==> src/design/rlpt_pkg.sv <==
// ----------------------------------------------------------------------------
// rlpt_pkg
// Shared constants, types and helper functions for the lidar point transform.
// ----------------------------------------------------------------------------
package rlpt_pkg;

   localparam int CORDIC_STEPS  = 24;
   localparam int FRACTION_BITS = 16;
   localparam int DATA_W        = 64;
   localparam int ANGLE_W       = 32;
   localparam int COORD_W       = 32;
   localparam int RESID_W       = 34;
   localparam int GAIN_W        = 30;
   localparam int PROD_W        = COORD_W + GAIN_W;
   localparam int INDEX_W       = 3;
   localparam int QUEUE_DEPTH   = 2;

   localparam logic [GAIN_W-1:0] GAIN_Q30 = 30'h26DD3B6A;

   localparam logic [INDEX_W-1:0] REG_TILT_ONE    = 3'd0;
   localparam logic [INDEX_W-1:0] REG_JOINT_TWO   = 3'd1;
   localparam logic [INDEX_W-1:0] REG_TILT_TWO    = 3'd2;
   localparam logic [INDEX_W-1:0] REG_LENGTH_ONE  = 3'd3;
   localparam logic [INDEX_W-1:0] REG_OFFSET_ONE  = 3'd4;
   localparam logic [INDEX_W-1:0] REG_LENGTH_TWO  = 3'd5;
   localparam logic [INDEX_W-1:0] REG_OFFSET_TWO  = 3'd6;

   typedef struct packed {
      logic signed [DATA_W-1:0]  a;
      logic signed [DATA_W-1:0]  b;
      logic signed [DATA_W-1:0]  c;
      logic        [ANGLE_W-1:0] carry;
   } vec_type;

   // Q16.16 word to wide internal format with guard bits below the LSB
   function automatic logic signed [DATA_W-1:0] widen(input logic [COORD_W-1:0] raw);
      logic signed [DATA_W-1:0] ext;
      ext = DATA_W'(signed'(raw));
      return ext <<< FRACTION_BITS;
   endfunction

   function automatic logic [ANGLE_W-1:0] cordic_atan(input logic [4:0] idx);
      logic [ANGLE_W-1:0] t;
      case (idx)
         5'd0:  t = 32'd536870912;
         5'd1:  t = 32'd316933406;
         5'd2:  t = 32'd167458907;
         5'd3:  t = 32'd85004756;
         5'd4:  t = 32'd42667331;
         5'd5:  t = 32'd21354465;
         5'd6:  t = 32'd10679838;
         5'd7:  t = 32'd5340245;
         5'd8:  t = 32'd2670163;
         5'd9:  t = 32'd1335087;
         5'd10: t = 32'd667544;
         5'd11: t = 32'd333772;
         5'd12: t = 32'd166886;
         5'd13: t = 32'd83443;
         5'd14: t = 32'd41722;
         5'd15: t = 32'd20861;
         5'd16: t = 32'd10430;
         5'd17: t = 32'd5215;
         5'd18: t = 32'd2608;
         5'd19: t = 32'd1304;
         5'd20: t = 32'd652;
         5'd21: t = 32'd326;
         5'd22: t = 32'd163;
         5'd23: t = 32'd81;
         5'd24: t = 32'd41;
         5'd25: t = 32'd20;
         5'd26: t = 32'd10;
         5'd27: t = 32'd5;
         5'd28: t = 32'd3;
         5'd29: t = 32'd1;
         5'd30: t = 32'd1;
         default: t = 32'd0;
      endcase
      return t;
   endfunction

endpackage

==> src/design/rlpt_queue.sv <==
// ----------------------------------------------------------------------------
// rlpt_queue
// Short queue between the input stage and the transform pipeline.
// ----------------------------------------------------------------------------
module rlpt_queue import rlpt_pkg::*; (
   input  logic    clock,
   input  logic    reset,
   input  logic    push,
   input  vec_type push_data,
   output logic    full,
   input  logic    pop,
   output logic    not_empty,
   output vec_type pop_data
);

   vec_type     slot_ff [QUEUE_DEPTH];
   logic [1:0]  count_ff, count_in;
   logic        rd_ff, rd_in, wr_ff, wr_in;
   logic        do_pop;

   assign full      = (count_ff == 2'(QUEUE_DEPTH));
   assign not_empty = (count_ff != 2'd0);
   assign do_pop    = pop && not_empty;
   assign pop_data  = slot_ff[rd_ff];

   always_comb begin
      count_in = count_ff;
      rd_in    = rd_ff;
      wr_in    = wr_ff;
      if (push) begin
         wr_in = !wr_ff;
      end
      if (do_pop) begin
         rd_in = !rd_ff;
      end
      if (push && !do_pop) begin
         count_in = count_ff + 2'd1;
      end else if (do_pop && !push) begin
         count_in = count_ff - 2'd1;
      end
   end

   always_ff @(posedge clock) begin
      if (reset) begin
         count_ff <= 2'd0;
         rd_ff    <= 1'b0;
         wr_ff    <= 1'b0;
      end else begin
         count_ff <= count_in;
         rd_ff    <= rd_in;
         wr_ff    <= wr_in;
      end
      if (push) begin
         slot_ff[wr_ff] <= push_data;
      end
   end

endmodule

==> config.mk <==
export PLATFORM = sky130hd
export DESIGN_NAME = rlpt_queue
export DESIGN_NICKNAME = d
export VERILOG_FILES = /design/src/design/rlpt_pkg.sv /design/src/design/rlpt_queue.sv
export SDC_FILE = /design/constraint.sdc
export NUM_CORES = 1
export LEC_CHECK = 0
export ABC_CLOCK_PERIOD_IN_PS = 19900
export BUFFER_PORTS_ARGS = -buffer_cell sky130_fd_sc_hd__clkbuf_2
export CAP_MARGIN = 40
export CORE_UTILIZATION = 50
export DETAILED_ROUTE_END_ITERATION = 6
export PLACE_DENSITY = 0.76
export SETUP_SLACK_MARGIN = 0.2
export SYNTH_ARGS = -nofsm -noshare
export SYNTH_HDL_FRONTEND = slang
export SYNTH_SLANG_ARGS = --single-unit
==> constraint.sdc <==
create_clock -name clock -period 19.9 [get_ports clock]
set_clock_uncertainty 0.05 [all_clocks]
set_input_delay 3.98 -clock clock [delete_from_list [all_inputs] [get_ports clock]]
set_output_delay 3.98 -clock clock [all_outputs]
set_load 0.01 [all_outputs]
Word-level counts from Yosys, hierarchy flattened:

Memory sizes are Yosys's and may differ from the RTL's. A register that Yosys moved wholly into a read port is not among the register bits.
Cells that the tools add are included.

* register bits: 4
* bits in writable memories: 448
* input port bits: 228
* memories: 1

Memories
* slot_ff: depth 2, width 224, read ports 1, clocked after memory_dff 1, wr ports 1, line rlpt_queue.sv:16 `vec_type slot_ff [QUEUE_DEPTH];`

* add/sub/neg operators: 2
* eq/ne operators: 1
* mux-type cells: 6
* reductions and logical operators: 9

Operators by type and width (count)
* $logic_not 1->1: 4
* $mux 1: 4
* $mux 2: 2
* $reduce_bool 2->1: 2
* $logic_and 1x1->1: 3
* $add 2x1->2 const B: 1
* $eq 2x2->1 const B: 1
* $sub 2x1->2 const B: 1

Depth between registers and ports, before layout:

* depth after elaboration: 5
* mapped depth: 5
* depth with buffers taken out: 5

Least setup slack after synthesis:

Ideal clock, no wire load.

* path kind: input -> register
* from: input push
* to: memory slot_ff[0][0] (netlist bit), enable pin
* library setup time: 839 ps
* data arrival time: 13629 ps
* data required time: 19011 ps
* setup slack: 5382 ps
* stages on the path: 1
* buffers on the path: 0
* path through: nor2b_1

* cells in the longest elaborated chain, start to end: 2

RTL lines
* start, declared: line rlpt_queue.sv:8 `input logic push,`
* $mux 1: line rlpt_queue.sv:53 `if (push) begin`
* $mux 1 (implied by the code): line rlpt_queue.sv:54 `slot_ff[wr_ff] <= push_data;`
* end, declared: line rlpt_queue.sv:16

Every way passes these cells.

==> metrics.cfg <==
[outcome]
status=completed

[global_route]
grt_pass1_wl_um=51400
gr-max-usage-layer=met2
grt_max_degree=62
antenna_found_initial=0
grtUsageMet2=0.360
grt.met3_usage=0.0500
grt-ovfl-total=0
first_global_vias=8923
grt_use_total=0.198
met1_usage=0.218

[power_and_ir_drop]
vdd.ir_drop.worst_mv=0.0823
p_leak_nw=8.45
p_per_area_nw_per_um2=123
finalPower_mw=2.63

[yosys]
synthTopCellsByArea=edfxtp_1, mux2_4, mux2_2, buf_6, dfxtp_1
synth_seq_area_share=0.796
synth-xor-area-share=0.00206
synth_area_um2=17000
synth_cell_types=16
syn_inst=719
ys_ff_latch=453
synth.avg_cell_area_um2=23.7
synthAdderAreaFrac=0.000735
synth_top_cell_area_share=0.790
synth_mux_area_frac=0.183
synth_top_family_by_area=multiplexers
yosysWarnings=0
synth_compound_area_frac=0.000882
syn-num-nets=948
synth_top_area_cell=edfxtp_1
synthSimpleGateAreaFrac=0.00272

[clock_tree]
cts_buffers=47
cts_tree=done
clk_pin_slew_worst_paths_ns=0.06
cts_num_sinks=453
htree_levels=2
root_buffer=clkbuf_16
post_cts_buffers=0
worstSkewPairLatency_ns=0.54
clockBufferDepth=3
post_cts_resize_count=0
cts_hold_buffers=0

[cells_and_area]
drive_above_1_share=0.617
n_fill_cell=2361
design_area_um2=21400
multiInputGateArea_um2=3240
syn_to_final_growth_pct=25.8
nNetsFinal=1442
most-common-layout-cells=clkbuf_2, edfxtp_1, mux2_4
layout_commonest_cell=clkbuf_2
antennaDiodeCount=0
ff_latch_area_um2=13600

[die]
fp-row-count=67
top_level_ports=454
die_h_um=187
core_um2=33500
start_util=0.508
die-area_um2=34800
die_x_um=187

[drt]
wl_per_cell_um=20.6
route.vias.total=8578
drtAntennaViolNets=0
drtIter0Drc=391
vias_per_cell=5.05
drc_errors=0
dr.pass1.iters=5
drt_wl_total_um=35000

[sta]
rsz0062_at_grt=false
finalHoldViolCount=0
fin_ws_ns=12.59
tightest_slew_ns=0.834
max_freq_ghz=0.137
final-max-slew-violation-count=0
period_share=0.367
tns_ns=0
finalSetupViolCount=0
fin_crit_ns=7.31
max_slew_margin=0.444

[run]
max_cap_viol_count=0

[critical_path]
reg2reg_to=slot_ff[1][189]
required_ns=15.87
crit_arrival_ns=3.28
r2r_setup_slack_ns=17.11
worstPathMaxFanout=53
worst_setup_path_end_kind=output pin
reg2reg_depth=4
start_kind=flip-flop
crit_path_end=pop_data[63]
timing.rr.start=wr_ff
critical_path_class=flip-flop to output pin

[min_path]
hold_path_class=flip-flop to flip-flop

[place]
pre_cts_slack_ns=13.14
gp_congestion=0.822
dpl-instance-area_um2=19900
portBuffers=453
hpwl_um=24800

critical path: stages, from the launching register on:
cell and delay, ns:
dfxtp_4 0.43, buf_16 0.31, buf_4 0.72, buf_4 0.33, buf_16 0.31, mux2_4 0.34
clkbuf_2 0.13
where the power goes:
group | total, mW | leakage (nW) | internal, mW | switching, mW
sequential | 1.14 | 4.25 | 1.12 | 0.0216
combinational | 0.637 | 3.45 | 0.327 | 0.310
clock | 0.850 | 0.756 | 0.508 | 0.341
cells by family after synthesis:
| kind of cell | Yosys count |
|---|---|
| DFF | 453 |
| muxes | 224 |
| buffers and inverters | 25 |
| and+or+nand+nor | 9 |
| xor gates and xnor gates | 4 |
| AOI/OAI and AO/OA | 3 |
| adders and majority gates | 1 |
final cells by class:
class                      count  share of cell area
tap                          448              0.0262
sequential                   453               0.633
multi-input combinational    241               0.151
clock inverter                31              0.0124
timing repair buffer         470               0.118
clock buffer                  55              0.0592
how the worst min path moves through the flow:
| stage | from | endpoint | slack, ns | cells after the start |
|---|---|---|---|---|
| 6_report | count_ff[1] | count_ff[1] | 0.47 | 2 |
| 4_1_cts | count_ff[1] | count_ff[1] | 0.46 | 2 |
| 3_5_place_dp | rd_ff | rd_ff | 0.45 | 2 |
| 5_1_grt | count_ff[1] | count_ff[1] | 0.48 | 2 |
| 2_1_floorplan | count_ff[1] | count_ff[1] | 0.42 | 2 |
| 3_3_place_gp | rd_ff | rd_ff | 0.44 | 2 |
cells in the mapped netlist, drive strengths merged:
library cell / instances
or2: 1
ha: 1
a21oi: 1
dfxtp: 5
nor2: 4
nor2b: 2
or3: 1
mux2: 224
xnor2: 1
buf: 25
edfxtp: 448
o21ai: 2
and2: 1
xor2: 3
routing by layer:
| layer | routed length [µm] | part of all wire |
|---|---|---|
| met1 | 12500 | 0.36 |
| met5 | 0 | 0 |
| met2 | 18600 | 0.53 |
| met3 | 2680 | 0.076 |
| met4 | 1250 | 0.036 |
metrics by stage:
step | instances | utilization | hold WS, ns
after CTS | 1698 | 0.639 | 0.463
after detailed placement | 1612 | 0.593 | 0.449
after global placement | 1604 | 0.587 | 0.436
after floorplan | 719 | - | 0.416
after global routing | 1698 | 0.639 | 0.482
final | 1698 | 0.639 | 0.470
registers in the layout, summed over array words and instances, names as in the netlist, named ones only:
signal and cells:
count_ff 2, rd_ff 1, slot_ff 448, wr_ff 1
(Power assumes the default switching activity.)
