## config.mk

```make
export PLATFORM = sky130hd
export DESIGN_NAME = rlpt_front
export DESIGN_NICKNAME = d
export VERILOG_FILES = /design/src/design/rlpt_pkg.sv /design/src/design/rlpt_front.sv
export SDC_FILE = /design/constraint.sdc
export NUM_CORES = 1
export LEC_CHECK = 0
export BUFFER_PORTS_ARGS = -buffer_cell sky130_fd_sc_hd__buf_2
export CAP_MARGIN = 20
export CORE_AREA = 2 2 139 141
export DETAILED_ROUTE_END_ITERATION = 8
export DIE_AREA = 0 0 141 143
export HOLD_SLACK_MARGIN = 0.12
export PLACE_DENSITY = 0.64
export SKIP_LAST_GASP = 1
export SYNTH_ARGS = -nofsm -noshare
export SYNTH_HDL_FRONTEND = slang
export SYNTH_SLANG_ARGS = --single-unit
export TNS_END_PERCENT = 50
```

## constraint.sdc

```tcl
create_clock -name clock -period 8.2 [get_ports clock]
set_clock_uncertainty 0.2 [all_clocks]
set_input_delay 0.82 -clock clock [delete_from_list [all_inputs] [get_ports clock]]
set_output_delay 0.82 -clock clock [all_outputs]
set_load 0.005 [all_outputs]
```

## src/design/rlpt_pkg.sv

```systemverilog
// ----------------------------------------------------------------------------
// rlpt_pkg
// Shared constants, types and helper functions for the lidar point transform.
// ----------------------------------------------------------------------------
package rlpt_pkg;

   localparam int CORDIC_STEPS  = 24;
   localparam int FRACTION_BITS = 16;
   localparam int DATA_W        = 64;
   localparam int ANGLE_W       = 32;
   localparam int COORD_W       = 32;
   localparam int RESID_W       = 34;
   localparam int GAIN_W        = 30;
   localparam int PROD_W        = COORD_W + GAIN_W;
   localparam int INDEX_W       = 3;
   localparam int QUEUE_DEPTH   = 2;

   localparam logic [GAIN_W-1:0] GAIN_Q30 = 30'h26DD3B6A;

   localparam logic [INDEX_W-1:0] REG_TILT_ONE    = 3'd0;
   localparam logic [INDEX_W-1:0] REG_JOINT_TWO   = 3'd1;
   localparam logic [INDEX_W-1:0] REG_TILT_TWO    = 3'd2;
   localparam logic [INDEX_W-1:0] REG_LENGTH_ONE  = 3'd3;
   localparam logic [INDEX_W-1:0] REG_OFFSET_ONE  = 3'd4;
   localparam logic [INDEX_W-1:0] REG_LENGTH_TWO  = 3'd5;
   localparam logic [INDEX_W-1:0] REG_OFFSET_TWO  = 3'd6;

   typedef struct packed {
      logic signed [DATA_W-1:0]  a;
      logic signed [DATA_W-1:0]  b;
      logic signed [DATA_W-1:0]  c;
      logic        [ANGLE_W-1:0] carry;
   } vec_type;

   // Q16.16 word to wide internal format with guard bits below the LSB
   function automatic logic signed [DATA_W-1:0] widen(input logic [COORD_W-1:0] raw);
      logic signed [DATA_W-1:0] ext;
      ext = DATA_W'(signed'(raw));
      return ext <<< FRACTION_BITS;
   endfunction

   function automatic logic [ANGLE_W-1:0] cordic_atan(input logic [4:0] idx);
      logic [ANGLE_W-1:0] t;
      case (idx)
         5'd0:  t = 32'd536870912;
         5'd1:  t = 32'd316933406;
         5'd2:  t = 32'd167458907;
         5'd3:  t = 32'd85004756;
         5'd4:  t = 32'd42667331;
         5'd5:  t = 32'd21354465;
         5'd6:  t = 32'd10679838;
         5'd7:  t = 32'd5340245;
         5'd8:  t = 32'd2670163;
         5'd9:  t = 32'd1335087;
         5'd10: t = 32'd667544;
         5'd11: t = 32'd333772;
         5'd12: t = 32'd166886;
         5'd13: t = 32'd83443;
         5'd14: t = 32'd41722;
         5'd15: t = 32'd20861;
         5'd16: t = 32'd10430;
         5'd17: t = 32'd5215;
         5'd18: t = 32'd2608;
         5'd19: t = 32'd1304;
         5'd20: t = 32'd652;
         5'd21: t = 32'd326;
         5'd22: t = 32'd163;
         5'd23: t = 32'd81;
         5'd24: t = 32'd41;
         5'd25: t = 32'd20;
         5'd26: t = 32'd10;
         5'd27: t = 32'd5;
         5'd28: t = 32'd3;
         5'd29: t = 32'd1;
         5'd30: t = 32'd1;
         default: t = 32'd0;
      endcase
      return t;
   endfunction

endpackage

```

## src/design/rlpt_front.sv

```systemverilog
// ----------------------------------------------------------------------------
// rlpt_front
// Input stage: takes a point transaction and widens it to the internal format.
// ----------------------------------------------------------------------------
module rlpt_front import rlpt_pkg::*; (
   input  logic                clock,
   input  logic                reset,
   input  logic                req_valid,
   output logic                req_ready,
   input  logic [ANGLE_W-1:0]  req_encoder_angle,
   input  logic [COORD_W-1:0]  req_point_x,
   input  logic [COORD_W-1:0]  req_point_y,
   input  logic [COORD_W-1:0]  req_point_z,
   output logic                push,
   input  logic                queue_full,
   output vec_type             push_data
);

   logic    valid_ff, valid_in;
   vec_type data_ff, data_in;
   logic    take;

   assign push      = valid_ff && !queue_full;
   assign req_ready = !valid_ff || push;
   assign take      = req_valid && req_ready;
   assign push_data = data_ff;

   always_comb begin
      valid_in = valid_ff;
      data_in  = data_ff;
      if (take) begin
         valid_in      = 1'b1;
         data_in.a     = widen(req_point_x);
         data_in.b     = widen(req_point_y);
         data_in.c     = widen(req_point_z);
         data_in.carry = req_encoder_angle;
      end else if (push) begin
         valid_in = 1'b0;
      end
   end

   always_ff @(posedge clock) begin
      if (reset) begin
         valid_ff <= 1'b0;
      end else begin
         valid_ff <= valid_in;
      end
      data_ff <= data_in;
   end

endmodule

```

; Word level (Yosys, flattened, before mapping)
; Cells that the tools add are included.
[word_totals]
register_bits = 129
latchBits = 0
ram_bits = 0
romBits = 0
output_inout_bits = 226
elab_cells = 13
n_memories = 0
[classes]
add_sub_neg = 0
multipliers = 0
div_mod_pow = 0
n_lt_le_gt_ge = 0
n_eq_ne = 0
n_shift = 0
mux = 2
bitwise_logic = 0
n_reduce_logical = 6
[op_table]
columns = operator, n
row1 = $logic_and 1x1->1, 2
row2 = $logic_not 1->1, 2
row3 = $mux 1, 2
row4 = $reduce_bool 2->1, 1
row5 = $logic_or 1x1->1, 1

; Longest topological paths before layout
; Gate-level depths: netlist of run 1.
[logic_depth]
word_depth = 5
depth_mapped = 2
mapped_depth_nobuf = 2

; Worst setup path after synthesis of run 1
; Ideal clock, no wire load.
[synth_path]
path_type = input -> register
startpoint = input port queue_full
endpoint = register data_ff, in the netlist push_data[0], enable pin
setup_ps = 502
t_arrival_ps = 3856
required_ps = 7498
path_slack_ps = 3642
stages = 2
n_path_buf = 0
path_cell_list = nand2_1 > and2_1
[synth_via]
elab_chain_len = 4
[synth_lines]
columns = item, line_no
row1 = start: declaration, rlpt_front.sv:15  ; input logic queue_full,
row2 = $logic_not 1->1, rlpt_front.sv:23  ; assign push = valid_ff && !queue_full;
row3 = $logic_and 1x1->1, rlpt_front.sv:23
row4 = $logic_or 1x1->1, rlpt_front.sv:24  ; assign req_ready = !valid_ff || push;
row5 = $logic_and 1x1->1, rlpt_front.sv:25  ; assign take = req_valid && req_ready;
row6 = named net take, rlpt_front.sv:21  ; logic take;
row7 = end signal: assignment, rlpt_front.sv:48  ; data_ff <= data_in;
row8 = end: declaration, rlpt_front.sv:20  ; vec_type data_ff, data_in;
; The timed path passes the listed nets, and every way through them passes these cells.
; A chain may end at the register's enable or synchronous reset.

; Worst setup path in the final report of run 1
[layout_path]
startpoint = input port queue_full
endpoint = register data_ff, in the netlist push_data[19], enable pin
; Same word-level chain as after synthesis.

==> results of run 1 <==
## where the power goes
group | total (mW) | internal, mW | leakage (nW) | switching [mW]
logic | 0.113 | 0.0554 | 1.40 | 0.0576
clock network | 0.714 | 0.401 | 0.270 | 0.313
registers | 0.782 | 0.771 | 1.25 | 0.0108
## layout make-up
type | instances | area, um2
fillers | 1814 | 12100
flip-flops and latches | 129 | 3860
repair buffers | 311 | 1580
clock buffers | 17 | 425
well taps | 234 | 293
multi-input cells | 53 | 210
clock inverters | 15 | 143
## cell usage in the layout (no fill, tap or decap)
master                       instances
sky130_fd_sc_hd__a21oi_1             1
sky130_fd_sc_hd__and2_4              1
sky130_fd_sc_hd__and2b_2             1
sky130_fd_sc_hd__buf_16              1
sky130_fd_sc_hd__buf_2             309
sky130_fd_sc_hd__buf_4               1
sky130_fd_sc_hd__clkbuf_16          17
sky130_fd_sc_hd__clkinv_1            1
sky130_fd_sc_hd__clkinv_4            2
sky130_fd_sc_hd__clkinv_8            1
sky130_fd_sc_hd__clkinvlp_4          3
sky130_fd_sc_hd__conb_1             48
sky130_fd_sc_hd__dfxtp_1             1
sky130_fd_sc_hd__edfxtp_1          128
sky130_fd_sc_hd__inv_6               3
sky130_fd_sc_hd__inv_8               5
sky130_fd_sc_hd__nand2_1             1
sky130_fd_sc_hd__nor2_1              1
## cell families (layout without fill, tap and decap cells)
family	count (synthesis)	in the layout	synth area share, %
AOI/OAI and AO/OA	1	1	0.108
and+or+nand+nor	4	4	0.488
DFF	129	129	83.7
buffers and inverters	96	343	15.6
other	1	48	0.0812
## per-layer routing
metal / GRT usage (%) / routed length (um) / vias up
met2: 17.8 / 5650 / 221
met3: 7.11 / 1480 / 19
met5: 0 / 38 / -
met1: 9.43 / 3370 / 1263
met4: 4.63 / 209 / 6
li1: - / - / 1256
## path summary, 6_finish.rpt
path                                   to  depth (start not counted)
hold reg to reg     valid_ff$_SDFFE_PP0P_                          2
setup / recovery  push_data[19]$_DFFE_PP_                          5
hold / removal      valid_ff$_SDFFE_PP0P_                          2
setup reg to reg  push_data[19]$_DFFE_PP_                          4
## sequential cells by signal (all words and copies together), names as in the netlist
signal     count
push_data    128
valid_ff       1
## stage by stage
step | instance area, um2 | total power [mW] | setup slack, ns | utilization [%]
global route | 6520 | 1.68 | 5.57 | 35.1
finish | 6520 | 1.61 | 5.71 | 35.1
global placement | 5920 | 0.907 | 5.08 | 31.9
floorplan | 4790 | 0.861 | 3.64 | -
CTS | 6490 | 1.64 | 5.49 | 34.9
detailed placement | 5920 | 0.911 | 5.05 | 31.9
## worst min-delay path, cell delays in order (launching register included)
cell                      delay (ns)
sky130_fd_sc_hd__dfxtp_1        0.35
sky130_fd_sc_hd__a21oi_1        0.07
sky130_fd_sc_hd__nor2_1         0.08
==> metrics.log, run 1 <==
INFO  metric outcome = finished, final reports clean
INFO  metric postCtsHoldBufs = 0
INFO  metric die_area = 0.0202 mm2
INFO  metric drt_wl_total = 10800 um
INFO  metric dp_cells = 726
INFO  metric end_kind = flop
INFO  metric cts.htree.levels = 4
INFO  metric fin_setup_tns = 0 ns
INFO  metric timing.critical_path.fanout_max = 63
INFO  metric main_synth_ff_type = sky130_fd_sc_hd__edfxtp_1
INFO  metric postSynthAreaPerCell = 20.0 um2
INFO  metric clock_tree.buffer_depth = 2
INFO  metric fp.dieW = 141 um
INFO  metric detail_route.wl_per_cell = 14.2 um
INFO  metric tritoncts.num_buffers = 17
INFO  metric critical_path.slowest_cell = sky130_fd_sc_hd__and2_4
INFO  metric yosys_warning_count = 0
INFO  metric grt_pass1_vias = between 2000 and 3000
INFO  metric hp-class = flop to flop
INFO  metric synthMostInstantiatedCell = sky130_fd_sc_hd__edfxtp_1
INFO  metric port_buffers = 309
INFO  metric drt_pass1_iterations = 4
INFO  metric global_route_total_overflow = 0
INFO  metric postSynthRegisterBits = 129
INFO  metric crit_path_arrival_time = 2.37 ns
INFO  metric critical_path.reg2reg.startpoint = valid_ff$_SDFFE_PP0P_
INFO  metric finalCriticalPeriod = 2.49 ns
INFO  metric ios = approximately 360
INFO  metric synth_area_leader_cell = sky130_fd_sc_hd__edfxtp_1
INFO  metric p_per_area = 247 mW/mm2
INFO  metric worstSkewPairLatency = 0.41 ns
INFO  metric floorplan_core_area = 0.0186 mm2
INFO  metric setup_violation_total_in_the_final_timing_report = 0
INFO  metric postCtsResizedCells = 0
INFO  metric antenna_found_initial = 3
INFO  metric cts_root_buf = sky130_fd_sc_hd__clkbuf_16
INFO  metric critPathLaunchType = primary input
INFO  metric fp.dieH = 143 um
INFO  metric count_of_flip_flops_with_a_built_in_enable_after_synthesis = 128
INFO  metric hold-worst-slack = 0.326 ns
INFO  metric power.leakage = 2.92 nW
INFO  metric path_cells = buf_2 -> nand2_1 -> and2_4 -> buf_4 -> buf_16
INFO  metric cts_sinks = 129
INFO  metric finalMaxSlewViolations = 0
INFO  metric worst_path_dominant_cell_family = buffers and inverters
INFO  metric combined_global_route_utilization_of_all_metal_layers = between 10% and 20%
INFO  metric dp_hpwl = 8300 um
INFO  metric synth_top_area_cells = sky130_fd_sc_hd__edfxtp_1, sky130_fd_sc_hd__buf_4, sky130_fd_sc_hd__dfxtp_1
INFO  metric report.final.hold_viol_count = 0
INFO  metric setup.reg_to_reg.worst_slack = 5.93 ns
INFO  metric finalNetCount = between 600 and 700
INFO  metric syn-instance-count = 231
INFO  metric cpPeakStageDelay = roughly 0.49 ns
INFO  metric synth.distinct_cells = 9
INFO  metric drt-vias-per-instance = 3.64
INFO  metric timing.critical_path.buf_inv = 3
INFO  metric peakVddDrop = 0.134 mV
INFO  metric grt_setup_unrepaired = no
INFO  metric fraction_of_registers_with_async_set_or_reset_after_synthesis = 0%
INFO  metric post_route_cells_drive_above_1_share = 65.5%
INFO  metric final_cell_count_no_fill = 759
INFO  metric row_count = 50
INFO  metric cap_viol_max_count = 0
INFO  metric synth.yosys.seq_area_share = 83.7%
INFO  metric required = 8.08 ns
INFO  metric antenna_cells_inserted = 0
INFO  metric cts_post_setup_buffers_inserted = 0
INFO  metric grt_start_max_net_pins = 92
INFO  metric area_growth_synth_to_finish = 41.2%
INFO  metric netlist.area_leader.share = 83.3%
INFO  metric max_slew.worst_pin.slew = around 0.53 ns
INFO  metric synth_area = 0.00462 mm2
INFO  metric via_count = 2765
INFO  metric max-slew-margin-rel = 64.6%
INFO  metric cts_tree = yes
INFO  metric hold_start = valid_ff$_SDFFE_PP0P_
INFO  metric number_of_violations_reported_at_the_end_of_detailed_routing_iteration_0 = 95
INFO  metric synth.cells.most_frequent = sky130_fd_sc_hd__edfxtp_1, sky130_fd_sc_hd__buf_4
INFO  metric timing.critical_path.from = queue_full
INFO  metric final_min_period_over_clock_period = between 30% and 40%
INFO  metric grt_pass1_wl = 15000 um
INFO  metric clk_transition_reported_paths = ~0.07 ns
INFO  metric timing_worst_setup_path_type = primary input to flop
INFO  metric postRouteAntennaNets = 0
INFO  metric fmaxAchievable = 402 MHz
INFO  metric routabilityCongestion = between 0.7 and 0.8
INFO  metric drc_errors = 0
INFO  metric floorplan.initialDensity = 24.8%
Power figures use the tool's default switching activity.
==> run 2: changes to the inputs <==
Settings changed: PLACE_DENSITY 0.64 to 0.66.
Clock period 8.2 ns to 2.1 ns, I/O delays scaled along.
==> metrics.log, run 2 (synthesized netlist as in run 1, its figures left out) <==
INFO  metric outcome = finished, final reports clean
INFO  metric critPathLaunchType = flop
INFO  metric drt-vias-per-instance = 3.71 (+1.8%)
INFO  metric grt_pass1_vias = 3490 (+32%)
INFO  metric detail_route.wl_per_cell = 14.7 um (+3.8%)
INFO  metric combined_global_route_utilization_of_all_metal_layers = 12.7% (+2.4 points)
INFO  metric timing_worst_setup_path_type = flop to flop
INFO  metric final_cell_count_no_fill = 894 (+18%)
INFO  metric fp.dieH = 143 um (unchanged)
INFO  metric tritoncts.num_buffers = 17 (unchanged)
INFO  metric fmaxAchievable = 619 MHz
INFO  metric ios = 358 (unchanged)
INFO  metric peakVddDrop = 0.618 mV (+360%)
INFO  metric final_min_period_over_clock_period = 76.9%
INFO  metric die_area = 0.0202 mm2 (unchanged)
INFO  metric grt_start_max_net_pins = 42 (-54%)
INFO  metric global_route_total_overflow = 0 (unchanged)
INFO  metric worstSkewPairLatency = 0.40 ns (about the same)
INFO  metric cap_viol_max_count = 0 (unchanged)
INFO  metric post_route_cells_drive_above_1_share = 52.9% (-13 points)
INFO  metric most_common_cell_after_layout_fill_and_taps_aside = sky130_fd_sc_hd__buf_2
INFO  metric required = 1.98 ns (-6.10 ns)
INFO  metric antenna_found_initial = 0 (-3)
INFO  metric mostFrequentLayoutCells = sky130_fd_sc_hd__buf_2, sky130_fd_sc_hd__dlygate4sd3_1, sky130_fd_sc_hd__edfxtp_1, sky130_fd_sc_hd__conb_1, sky130_fd_sc_hd__clkbuf_16
INFO  metric floorplan.initialDensity = 24.8% (unchanged)
INFO  metric grt_pass1_wl = 18800 um (+26%)
INFO  metric fin_setup_tns = 0 ns (unchanged)
INFO  metric hp-class = primary input to flop
INFO  metric finalMaxSlewViolations = 0 (unchanged)
INFO  metric drt_wl_total = 13100 um (+22%)
INFO  metric drc_errors = 0 (unchanged)
INFO  metric end_kind = flop
INFO  metric setup_slack = 0.485 ns (-5.22 ns)
INFO  metric crit_path_arrival_time = 1.50 ns (-0.87 ns)
INFO  metric port_buffers = 309 (unchanged)
INFO  metric fp.dieW = 141 um (unchanged)
INFO  metric clock_tree.buffer_depth = 2 (unchanged)
INFO  metric power.leakage = 3.49 nW (+20%)
INFO  metric finalNetCount = 779 (+21%)
INFO  metric floorplan_core_area = 0.0186 mm2 (unchanged)
INFO  metric dp_cells = 732 (+0.83%)
INFO  metric postRouteAntennaNets = 0 (unchanged)
INFO  metric grt_setup_unrepaired = no
INFO  metric antenna_cells_inserted = 0 (unchanged)
INFO  metric dp_hpwl = 8520 um (+2.6%)
INFO  metric cts.htree.levels = 4 (unchanged)
INFO  metric timing.critical_path.fanout_max = 41 (-35%)
INFO  metric finalCriticalPeriod = 1.62 ns
INFO  metric finalCoreUtilization = 42.3% (+7.2 points)
INFO  metric largest_register_ff_count = 128 (unchanged)
INFO  metric via_count = 3315 (+20%)
INFO  metric cts_tree = yes
INFO  metric routabilityCongestion = 0.714 (-3.0%)
INFO  metric area_growth_synth_to_finish = 70.2%
INFO  metric p_per_area = 829 mW/mm2 (+240%)
INFO  metric cts_sinks = 129 (unchanged)
INFO  metric drt_pass1_iterations = 4 (unchanged)
INFO  metric setup_violation_total_in_the_final_timing_report = 0 (unchanged)
INFO  metric clk_transition_reported_paths = 0.06 ns (about the same)
INFO  metric cts_root_buf = sky130_fd_sc_hd__clkbuf_16
INFO  metric number_of_violations_reported_at_the_end_of_detailed_routing_iteration_0 = 100 (+5.3%)
INFO  metric row_count = 50 (unchanged)
INFO  metric report.final.hold_viol_count = 0 (unchanged)
INFO  metric worst_setup_slack_post_dpl = 0.465 ns (-4.59 ns)
-- run 2: changes by cell type in the layout (fill, tap and decap cells not counted), moves of 2 or more --
cell / delta
sky130_fd_sc_hd__buf_4: +4
sky130_fd_sc_hd__inv_8: -4
sky130_fd_sc_hd__clkinv_2: +3
sky130_fd_sc_hd__dlygate4sd3_1: +130
sky130_fd_sc_hd__buf_12: +2
sky130_fd_sc_hd__clkinv_4: +2
-- run 2: per-stage QoR --
step	cell area (um2)	power, mW	hold WS, ns
after floorplan	4790	3.35	0.0824
after global placement	5990	3.56	0.175
after detailed placement	5990	3.57	0.170
after CTS	7850	6.58	0.134
after global routing	7850	6.78	0.155
final	7850	6.51	0.160
-- run 2: worst paths after layout --
kind	start	endpoint	slack, ns	cells past startpoint
setup / recovery	valid_ff$_SDFFE_PP0P_	push_data[196]$_DFFE_PP_	0.48	3
hold / removal	req_valid	push_data[71]$_DFFE_PP_	0.16	2
setup reg to reg	valid_ff$_SDFFE_PP0P_	push_data[196]$_DFFE_PP_	0.48	3
hold reg to reg	valid_ff$_SDFFE_PP0P_	push_data[71]$_DFFE_PP_	0.69	2
-- run 2: per-layer routing --
layer  wire (um)  global-route usage [%]  up-vias
met4         370                    5.68        0
met5           0                       0        -
li1            -                       -     1526
met2        6790                    22.3      248
met1        4570                    12.6     1513
met3        1420                    6.47       28
-- run 2: critical path, cell delays in order, from the launching register on --
cell and delay [ns]:
sky130_fd_sc_hd__dfxtp_1 0.32, sky130_fd_sc_hd__nand2_1 0.08, sky130_fd_sc_hd__and2_4 0.38, sky130_fd_sc_hd__buf_12 0.28
-- run 2: repair_timing --
item	4_1_cts	5_1_grt
hold buffers	130	0
buffers inserted	0	0
gates resized for setup	0	0
endpoints found under the hold margin	129	0
-- run 2: final cells by class --
cell class	instances	area [um2]
Fill cell	1667	10700
Clock inverter	14	133
Sequential cell	129	3860
Clock buffer	18	429
Tap cell	234	293
Timing Repair Buffer	446	2930
Multi-Input combinational cell	53	210
-- run 2: report_power, final --
part	switching [mW]	internal [mW]	leakage [nW]
Sequential	0.0496	3.01	1.25
Clock	1.14	1.65	0.273
Combinational	0.274	0.384	1.97
Total	1.47	5.04	3.49
